`src/design/vkd_pkg.sv`:
```
// ----------------------------------------------------------------------------
// vkd_pkg
// Shared types, byte constants and key code maps for the VT100 key decoder.
// ----------------------------------------------------------------------------
package vkd_pkg;

  // widths of the payload fields
  localparam int BYTE_W = 8;
  localparam int CODE_W = 7;
  localparam int PARAM_W = 7;
  localparam int DIGITS_W = 2;

  // default sequence length limit for a CSI without final byte
  localparam int MAX_CSI_BYTES_DEF = 12;

  // parser modes
  typedef enum logic [1:0] {
    MODE_IDLE = 2'd0,
    MODE_ESC  = 2'd1,
    MODE_SS3  = 2'd2,
    MODE_CSI  = 2'd3
  } mode_t;

  // result of one byte step
  typedef struct packed {
    logic              hit;
    logic [CODE_W-1:0] code;
  } vkd_res_t;

  // terminal bytes
  localparam logic [BYTE_W-1:0] B_ESC   = 8'd27;
  localparam logic [BYTE_W-1:0] B_SS3   = 8'h4F; // 'O'
  localparam logic [BYTE_W-1:0] B_CSI   = 8'h5B; // '['
  localparam logic [BYTE_W-1:0] B_AT    = 8'h40; // '@'
  localparam logic [BYTE_W-1:0] B_TILDE = 8'h7E; // '~'
  localparam logic [BYTE_W-1:0] B_DEL   = 8'd127;
  localparam logic [BYTE_W-1:0] B_CTLX  = 8'd24;
  localparam logic [BYTE_W-1:0] B_CTLO  = 8'd15;
  localparam logic [BYTE_W-1:0] B_TAB   = 8'd9;
  localparam logic [BYTE_W-1:0] B_BS    = 8'd8;
  localparam logic [BYTE_W-1:0] B_CR    = 8'd13;
  localparam logic [BYTE_W-1:0] B_LF    = 8'd10;
  localparam logic [BYTE_W-1:0] B_SPACE = 8'd32;
  localparam logic [BYTE_W-1:0] B_ZERO  = 8'h30; // '0'
  localparam logic [BYTE_W-1:0] B_NINE  = 8'h39; // '9'
  localparam logic [BYTE_W-1:0] B_SEMI  = 8'h3B; // ';'
  localparam logic [BYTE_W-1:0] B_A     = 8'h41;
  localparam logic [BYTE_W-1:0] B_B     = 8'h42;
  localparam logic [BYTE_W-1:0] B_C     = 8'h43;
  localparam logic [BYTE_W-1:0] B_D     = 8'h44;
  localparam logic [BYTE_W-1:0] B_F     = 8'h46;
  localparam logic [BYTE_W-1:0] B_H     = 8'h48;
  localparam logic [BYTE_W-1:0] B_Z     = 8'h5A;

  // key codes
  localparam logic [CODE_W-1:0] K_NONE    = 7'd0;
  localparam logic [CODE_W-1:0] K_UP      = 7'd1;
  localparam logic [CODE_W-1:0] K_DOWN    = 7'd2;
  localparam logic [CODE_W-1:0] K_LEFT    = 7'd3;
  localparam logic [CODE_W-1:0] K_RIGHT   = 7'd4;
  localparam logic [CODE_W-1:0] K_PGUP    = 7'd5;
  localparam logic [CODE_W-1:0] K_PGDN    = 7'd6;
  localparam logic [CODE_W-1:0] K_HOME    = 7'd7;
  localparam logic [CODE_W-1:0] K_END     = 7'd8;
  localparam logic [CODE_W-1:0] K_EXIT    = 7'd9;
  localparam logic [CODE_W-1:0] K_BKSP    = 7'd10;
  localparam logic [CODE_W-1:0] K_ENTER   = 7'd11;
  localparam logic [CODE_W-1:0] K_DELETE  = 7'd12;
  localparam logic [CODE_W-1:0] K_SAVE    = 7'd13;
  localparam logic [CODE_W-1:0] K_TAB     = 7'd14;
  localparam logic [CODE_W-1:0] K_BACKTAB = 7'd15;

  // cursor letters shared by SS3 and CSI
  function automatic logic [CODE_W-1:0] map_letter(input logic [BYTE_W-1:0] b);
    logic [CODE_W-1:0] c;
    unique case (b)
      B_A:     c = K_UP;
      B_B:     c = K_DOWN;
      B_D:     c = K_LEFT;
      B_C:     c = K_RIGHT;
      B_H:     c = K_HOME;
      B_F:     c = K_END;
      default: c = K_NONE;
    endcase
    return c;
  endfunction

  // single byte outside a sequence
  function automatic logic [CODE_W-1:0] map_idle(input logic [BYTE_W-1:0] b);
    logic [CODE_W-1:0] c;
    priority if (b == B_CTLX)                  c = K_EXIT;
    else if (b == B_CTLO)                      c = K_SAVE;
    else if (b == B_TAB)                       c = K_TAB;
    else if (b == B_BS)                        c = K_BKSP;
    else if (b == B_DEL)                       c = K_DELETE;
    else if (b == B_CR || b == B_LF)           c = K_ENTER;
    else if (b >= B_SPACE && b < B_DEL)        c = b[CODE_W-1:0];
    else                                       c = K_NONE;
    return c;
  endfunction

  // '~' final byte keyed by the first parameter
  function automatic logic [CODE_W-1:0] map_tilde(input logic [PARAM_W-1:0] p);
    logic [CODE_W-1:0] c;
    unique case (p)
      7'd1, 7'd7: c = K_HOME;
      7'd3:       c = K_DELETE;
      7'd4, 7'd8: c = K_END;
      7'd5:       c = K_PGUP;
      7'd6:       c = K_PGDN;
      default:    c = K_NONE;
    endcase
    return c;
  endfunction

endpackage

```
`src/design/vkd_parser.sv`:
```
// ----------------------------------------------------------------------------
// vkd_parser
// Escape sequence state and per-byte key decode, one byte per step.
// ----------------------------------------------------------------------------
module vkd_parser #(
  parameter int MAX_CSI_BYTES = vkd_pkg::MAX_CSI_BYTES_DEF
) (
  input  logic                        clk,
  input  logic                        rst_n,
  input  logic                        step,
  input  logic [vkd_pkg::BYTE_W-1:0]  key_byte,
  output vkd_pkg::vkd_res_t           res
);
  import vkd_pkg::*;

  localparam int CNT_W = $clog2(MAX_CSI_BYTES + 1);
  localparam logic [CNT_W-1:0] CNT_LIMIT = CNT_W'(MAX_CSI_BYTES);

  mode_t               mode_r, mode_nxt;
  logic [CNT_W-1:0]    cnt_r, cnt_nxt;
  logic [PARAM_W-1:0]  param_r, param_nxt;
  logic [DIGITS_W-1:0] digits_r, digits_nxt;

  logic                is_final;
  logic                is_digit;
  logic [CNT_W-1:0]    cnt_inc;
  logic [PARAM_W-1:0]  param_acc;

  // byte classes inside a CSI
  assign is_final  = (key_byte >= B_AT) && (key_byte <= B_TILDE);
  assign is_digit  = (key_byte >= B_ZERO) && (key_byte <= B_NINE);
  assign cnt_inc   = cnt_r + CNT_W'(1);
  assign param_acc = PARAM_W'(param_r * PARAM_W'(10))
                   + PARAM_W'(key_byte[3:0]);

  // next state
  always_comb begin
    mode_nxt   = mode_r;
    cnt_nxt    = cnt_r;
    param_nxt  = param_r;
    digits_nxt = digits_r;
    unique case (mode_r)
      MODE_IDLE: begin
        if (key_byte == B_ESC) begin
          mode_nxt = MODE_ESC;
        end
      end
      MODE_ESC: begin
        if (key_byte == B_SS3) begin
          mode_nxt = MODE_SS3;
        end else if (key_byte == B_CSI) begin
          mode_nxt   = MODE_CSI;
          cnt_nxt    = '0;
          param_nxt  = '0;
          digits_nxt = '0;
        end else begin
          mode_nxt = MODE_IDLE;
        end
      end
      MODE_SS3: begin
        mode_nxt = MODE_IDLE;
      end
      MODE_CSI: begin
        if (is_final || cnt_inc >= CNT_LIMIT) begin
          mode_nxt   = MODE_IDLE;
          cnt_nxt    = '0;
          param_nxt  = '0;
          digits_nxt = '0;
        end else begin
          cnt_nxt = cnt_inc;
          if (is_digit && digits_r < 2'd2) begin
            param_nxt  = param_acc;
            digits_nxt = digits_r + 2'd1;
          end else if (key_byte == B_SEMI) begin
            digits_nxt = 2'd2;
          end
        end
      end
      default: mode_nxt = MODE_IDLE;
    endcase
  end

  // result of the current byte
  always_comb begin
    res.hit  = 1'b0;
    res.code = K_NONE;
    unique case (mode_r)
      MODE_IDLE: begin
        res.hit  = (key_byte != B_ESC);
        res.code = map_idle(key_byte);
      end
      MODE_ESC: begin
        res.hit  = (key_byte != B_SS3) && (key_byte != B_CSI);
        res.code = K_NONE;
      end
      MODE_SS3: begin
        res.hit  = 1'b1;
        res.code = map_letter(key_byte);
      end
      MODE_CSI: begin
        if (is_final) begin
          res.hit = 1'b1;
          if (key_byte == B_Z) begin
            res.code = K_BACKTAB;
          end else if (key_byte == B_TILDE) begin
            res.code = map_tilde(param_r);
          end else begin
            res.code = map_letter(key_byte);
          end
        end else begin
          res.hit  = (cnt_inc >= CNT_LIMIT);
          res.code = K_NONE;
        end
      end
      default: begin
        res.hit  = 1'b0;
        res.code = K_NONE;
      end
    endcase
  end

  // state registers
  always_ff @(posedge clk) begin
    if (!rst_n) begin
      mode_r   <= MODE_IDLE;
      cnt_r    <= '0;
      param_r  <= '0;
      digits_r <= '0;
    end else if (step) begin
      mode_r   <= mode_nxt;
      cnt_r    <= cnt_nxt;
      param_r  <= param_nxt;
      digits_r <= digits_nxt;
    end
  end

endmodule

```
`src/design/vt100_key_sequence_decoder.sv`:
```
// ----------------------------------------------------------------------------
// vt100_key_sequence_decoder
// Decodes VT100/ANSI terminal bytes into editor key codes.
// ----------------------------------------------------------------------------
//  channel | ports                               | direction
//  --------+-------------------------------------+----------
//  input   | in_valid, in_ready, in_key_byte     | in
//  result  | out_valid, out_ready, out_key_code  | out
//
//  One byte per cycle unless the result register stalls: a byte is held in
//  the input register, is decoded against the parser state and lands in the
//  result register. out_valid is driven by the result register, so a result
//  transfer follows the input transfer through both registers.
//  Bytes inside an open sequence produce no result transfer.
//  Reset returns the parser to idle and empties both registers.
//  A stalled result register holds the input register, which then drops ready.
// ----------------------------------------------------------------------------
module vt100_key_sequence_decoder #(
  parameter int MAX_CSI_BYTES = vkd_pkg::MAX_CSI_BYTES_DEF
) (
  input  logic                        clk,
  input  logic                        rst_n,
  input  logic                        in_valid,
  output logic                        in_ready,
  input  logic [vkd_pkg::BYTE_W-1:0]  in_key_byte,
  output logic                        out_valid,
  input  logic                        out_ready,
  output logic [vkd_pkg::CODE_W-1:0]  out_key_code
);
  import vkd_pkg::*;

  logic              in_vld_r;
  logic [BYTE_W-1:0] in_byte_r;
  logic              out_vld_r;
  logic [CODE_W-1:0] out_code_r;
  logic              out_free;
  logic              advance;
  vkd_res_t          res;

  // handshake control
  assign out_free = !out_vld_r || out_ready;
  assign advance  = in_vld_r && out_free;
  assign in_ready = !in_vld_r || advance;

  // input register
  always_ff @(posedge clk) begin
    if (!rst_n) begin
      in_vld_r <= 1'b0;
    end else if (in_ready) begin
      in_vld_r <= in_valid;
    end
  end

  always_ff @(posedge clk) begin
    if (in_valid && in_ready) begin
      in_byte_r <= in_key_byte;
    end
  end

  // decode and sequence state
  vkd_parser #(
    .MAX_CSI_BYTES (MAX_CSI_BYTES)
  ) u_parser (
    .clk      (clk),
    .rst_n    (rst_n),
    .step     (advance),
    .key_byte (in_byte_r),
    .res      (res)
  );

  // result register
  always_ff @(posedge clk) begin
    if (!rst_n) begin
      out_vld_r <= 1'b0;
    end else if (out_free) begin
      out_vld_r <= advance && res.hit;
    end
  end

  always_ff @(posedge clk) begin
    if (advance && res.hit) begin
      out_code_r <= res.code;
    end
  end

  assign out_valid    = out_vld_r;
  assign out_key_code = out_code_r;

endmodule

```
`config.mk`:
```
export PLATFORM = sky130hd
export DESIGN_NAME = vt100_key_sequence_decoder
export DESIGN_NICKNAME = d
export VERILOG_FILES = /design/src/design/vkd_pkg.sv /design/src/design/vkd_parser.sv /design/src/design/vt100_key_sequence_decoder.sv
export SDC_FILE = /design/constraint.sdc
export NUM_CORES = 1
export LEC_CHECK = 0
export BUFFER_PORTS_ARGS = -buffer_cell sky130_fd_sc_hd__buf_2
export CAP_MARGIN = 5
export CORE_ASPECT_RATIO = 1.25
export CORE_MARGIN = 2
export CORE_UTILIZATION = 45
export DETAILED_ROUTE_END_ITERATION = 6
export PLACE_DENSITY = 0.72
export SLEW_MARGIN = 20
export SYNTH_ARGS = -nofsm -noshare
export SYNTH_HDL_FRONTEND = slang
export SYNTH_HIERARCHICAL = 1
export SYNTH_SLANG_ARGS = --single-unit
export TNS_END_PERCENT = 1
```
`constraint.sdc`:
```
create_clock -name clk -period 4.4 [get_ports clk]
set_input_delay 0.22 -clock clk [delete_from_list [all_inputs] [get_ports clk]]
set_output_delay 0.22 -clock clk [all_outputs]
set_load 0.02 [all_outputs]
```
==> out/metrics.cfg <==
[outcome]
outcome = completed

[worst_hold_path]
worstHoldPathType = input pin to flip-flop
hp-start = in_key_byte[6]

[power]
pwr-share-clk_pct = 43.0
p_total_w = 0.000714
seqPwrFrac_pct = 48.0
power_leakage_nw = 0.865
pwr-share-comb_pct = 9.0
swShare_pct = 23.2
peakVddDrop_mv = 0.238
p_per_area_mw_per_mm2 = 286
power_switching_w = 0.000166
internal_power_w = 0.000548

[final_layout]
seq_area_um2 = 791
area_growth_pct = 9.12
n_fill_cell = 489
n_antenna_cell = 0
multiInputGateArea_mm2 = 0.00138
mostFrequentLayoutCells = nand2_1, buf_2, a21oi_1, dfxtp_1, edfxtp_1
final_area_mm2 = 0.00250
nets = 284
layout_commonest_cell = nand2_1
fin_util_pct = 50.0
final_layout_size_suffix_gt1_share_pct = 17.5

[routing]
vias = 1969
avgRoutedWirePerCell_um = 15.3
initialDrtViolationCount = 108
drtPass1Iterations = 4
drc_errors = 0
routed_wl_um = 4990
drtAntennaViolNets = 0
vias_per_cell = 6.06

[timing]
max_slew.worst_pin.slew_ns = 0.889
finalClockSkew_ns = 0.00570
period_share_pct = 60.5
setup_viol_count_final = 0
setup_tns_ns = 0
drv_slew = 0
maxSlewHeadroom_pct = 40.5
fin_crit_ns = 2.66
finalWorstSetupSlack_ns = 1.74
rsz0062_at_grt = false
hold_viol_final = 0
fmax_mhz = 376

[global_routing]
grt_pass1_vias = 1838
grt_usage_pct = 19.3
grt-ovfl-total = 0
grt_pass1_wl_um = 8430
grt_max_degree = 24
antenna_found_initial = 0

[synthesis]
yosysWarnings = 6
synthMuxAreaShare_pct = 3.98
synth_seq_cells = 32
yosys_most_used_dff = dfxtp_1
ys_types = 68
synthSimpleGateAreaFrac_pct = 26.6
yosysSeqAreaShare_pct = 34.5
synthesis.area_mm2 = 0.00229
synth_top_family_by_area = simple AND/OR/NAND/NOR gates
synth-edff-count = 15
synthCells = 252
synth_top_cell_area_share_pct = 19.7
synth_area_per_cell_um2 = 9.10
synthAdderAreaFrac_pct = 6.11
yosys.area.top_type = edfxtp_1
synth_nets = 274
synth-xor-area-share_pct = 3.44
synth_compound_area_share_pct = 20.0
ys_async_sr_fraction_pct = 0
synth.area.top_cells = edfxtp_1, dfxtp_1, nand2_1

[cts]
clock_sinks = 32
clk_pin_slew_worst_paths_ns = 0.07
clock_latency_ns = 0.28
ctsHoldBuffers = 0
cts-buffers-inserted = 5
cts_resized = 0
post_cts_buffers = 0
cts_tree = built
clockBufferDepth = 2
clockRootBuffer = clkbuf_8
cts_max_level = 2

[critical_path]
r2r_start = in_byte_r[1]
cp_slowest_cell = edfxtp_1
start_kind = flip-flop
cp_max_fo = 19
crit_arrival_ns = 2.59
crit_buf_inv = 0
path_cells = and4_1 -> nor2_2 -> nor3b_1 -> mux2_2 -> a21oi_1 -> nand2_1 -> nor2_1
worstSetupPathType = flip-flop to flip-flop
path_delay_family = simple AND/OR/NAND/NOR gates
crit_start = in_byte_r[1]
worstSetupEndpointType = flip-flop
critPathMaxStageDelay_ns = 0.64
required_ns = 4.33

[floorplanning]
rows = 29
core_area_mm2 = 0.00501
dieArea_mm2 = 0.00568
dieWidth_um = 67.8
initial_core_util_pct = 45.8
ios = 21
die_h_um = 83.8

[placement]
post-place-ws_ns = 1.75
post_dp_cell_area_mm2 = 0.00237
dp_hpwl_um = 3610
gp_congestion = 0.884
io_buffer_count = 20

[job]
max_cap_viol_count = 0

-- power by group through the flow --
stage	Sequential, W	Clock [W]	Combinational [W]
2_1_floorplan	0.000340	0	0.0000541
3_3_place_gp	0.000348	0	0.0000627
3_5_place_dp	0.000349	0	0.0000636
4_1_cts	0.000342	0.000316	0.0000640
5_1_grt	0.000344	0.000329	0.0000712
6_report	0.000343	0.000307	0.0000642
-- state kept, by name, indices dropped and copies added (netlist names) --
register	cells
in_byte_r	8
in_vld_r	1
out_key_code	7
out_valid	1
u_parser/cnt_r	4
u_parser/digits_r	2
u_parser/mode_r	2
u_parser/param_r	7
-- final timing paths --
kind                         endpoint  cells after the start  slack (ns)
setup / recovery      out_key_code[6]                      7        1.74
hold / removal           in_byte_r[6]                      1        0.11
setup reg to reg      out_key_code[6]                      7        1.74
hold reg to reg   u_parser/param_r[6]                      2        0.45
-- cell families (layout without fill, tap and decap cells) --
logic type / after synthesis / after routing
buf+inv: 24 / 35
compound gates: 64 / 64
fa+ha+maj: 10 / 10
xor+xnor: 9 / 9
mux: 9 / 9
simple gates: 104 / 104
flops: 32 / 32
-- area by class of cell --
cell class	instances	share of cell area, %
Clock inverter	1	1.20
Multi-Input combinational cell	196	55.2
Clock buffer	7	3.85
Timing Repair Buffer	20	4.00
Sequential cell	32	31.6
Tap cell	62	3.10
Inverter	7	1.05
-- synth_stat cells, types with 2 or more instances --
library cell,count
nand2_1,35
a21oi_1,18
dfxtp_1,17
edfxtp_1,15
nand3_1,13
o21ai_0,12
nor2_1,10
ha_1,8
mux2i_1,8
clkbuf_1,7
inv_1,7
nand2b_1,5
nor3_1,5
xnor2_1,5
buf_2,4
xor2_1,4
a31oi_1,3
and2_1,3
buf_4,3
nand3b_1,3
nand4_1,3
nor2b_1,3
nor3b_1,3
a2111oi_0,2
a21boi_0,2
a21boi_1,2
a31o_2,2
and4b_1,2
buf_6,2
fa_1,2
nand2b_4,2
nand4b_1,2
nor4_1,2
o2111ai_1,2
o221ai_1,2
o32ai_1,2
-- metrics by stage --
step | std cells | hold WS (ns)
floorplan | 252 | 0.319
global placement | 317 | 0.399
detailed placement | 317 | 0.398
CTS | 325 | 0.0961
global route | 325 | 0.0982
finish | 325 | 0.107
-- per-layer routing --
metal	GRT usage [%]	up-vias	share of wire (%)
met2	29.5	78	47
met4	9.27	0	3.4
li1	-	964	-
met1	25.4	909	43
met5	0	-	0
met3	4.18	18	5.8
(Power assumes the default switching activity.)
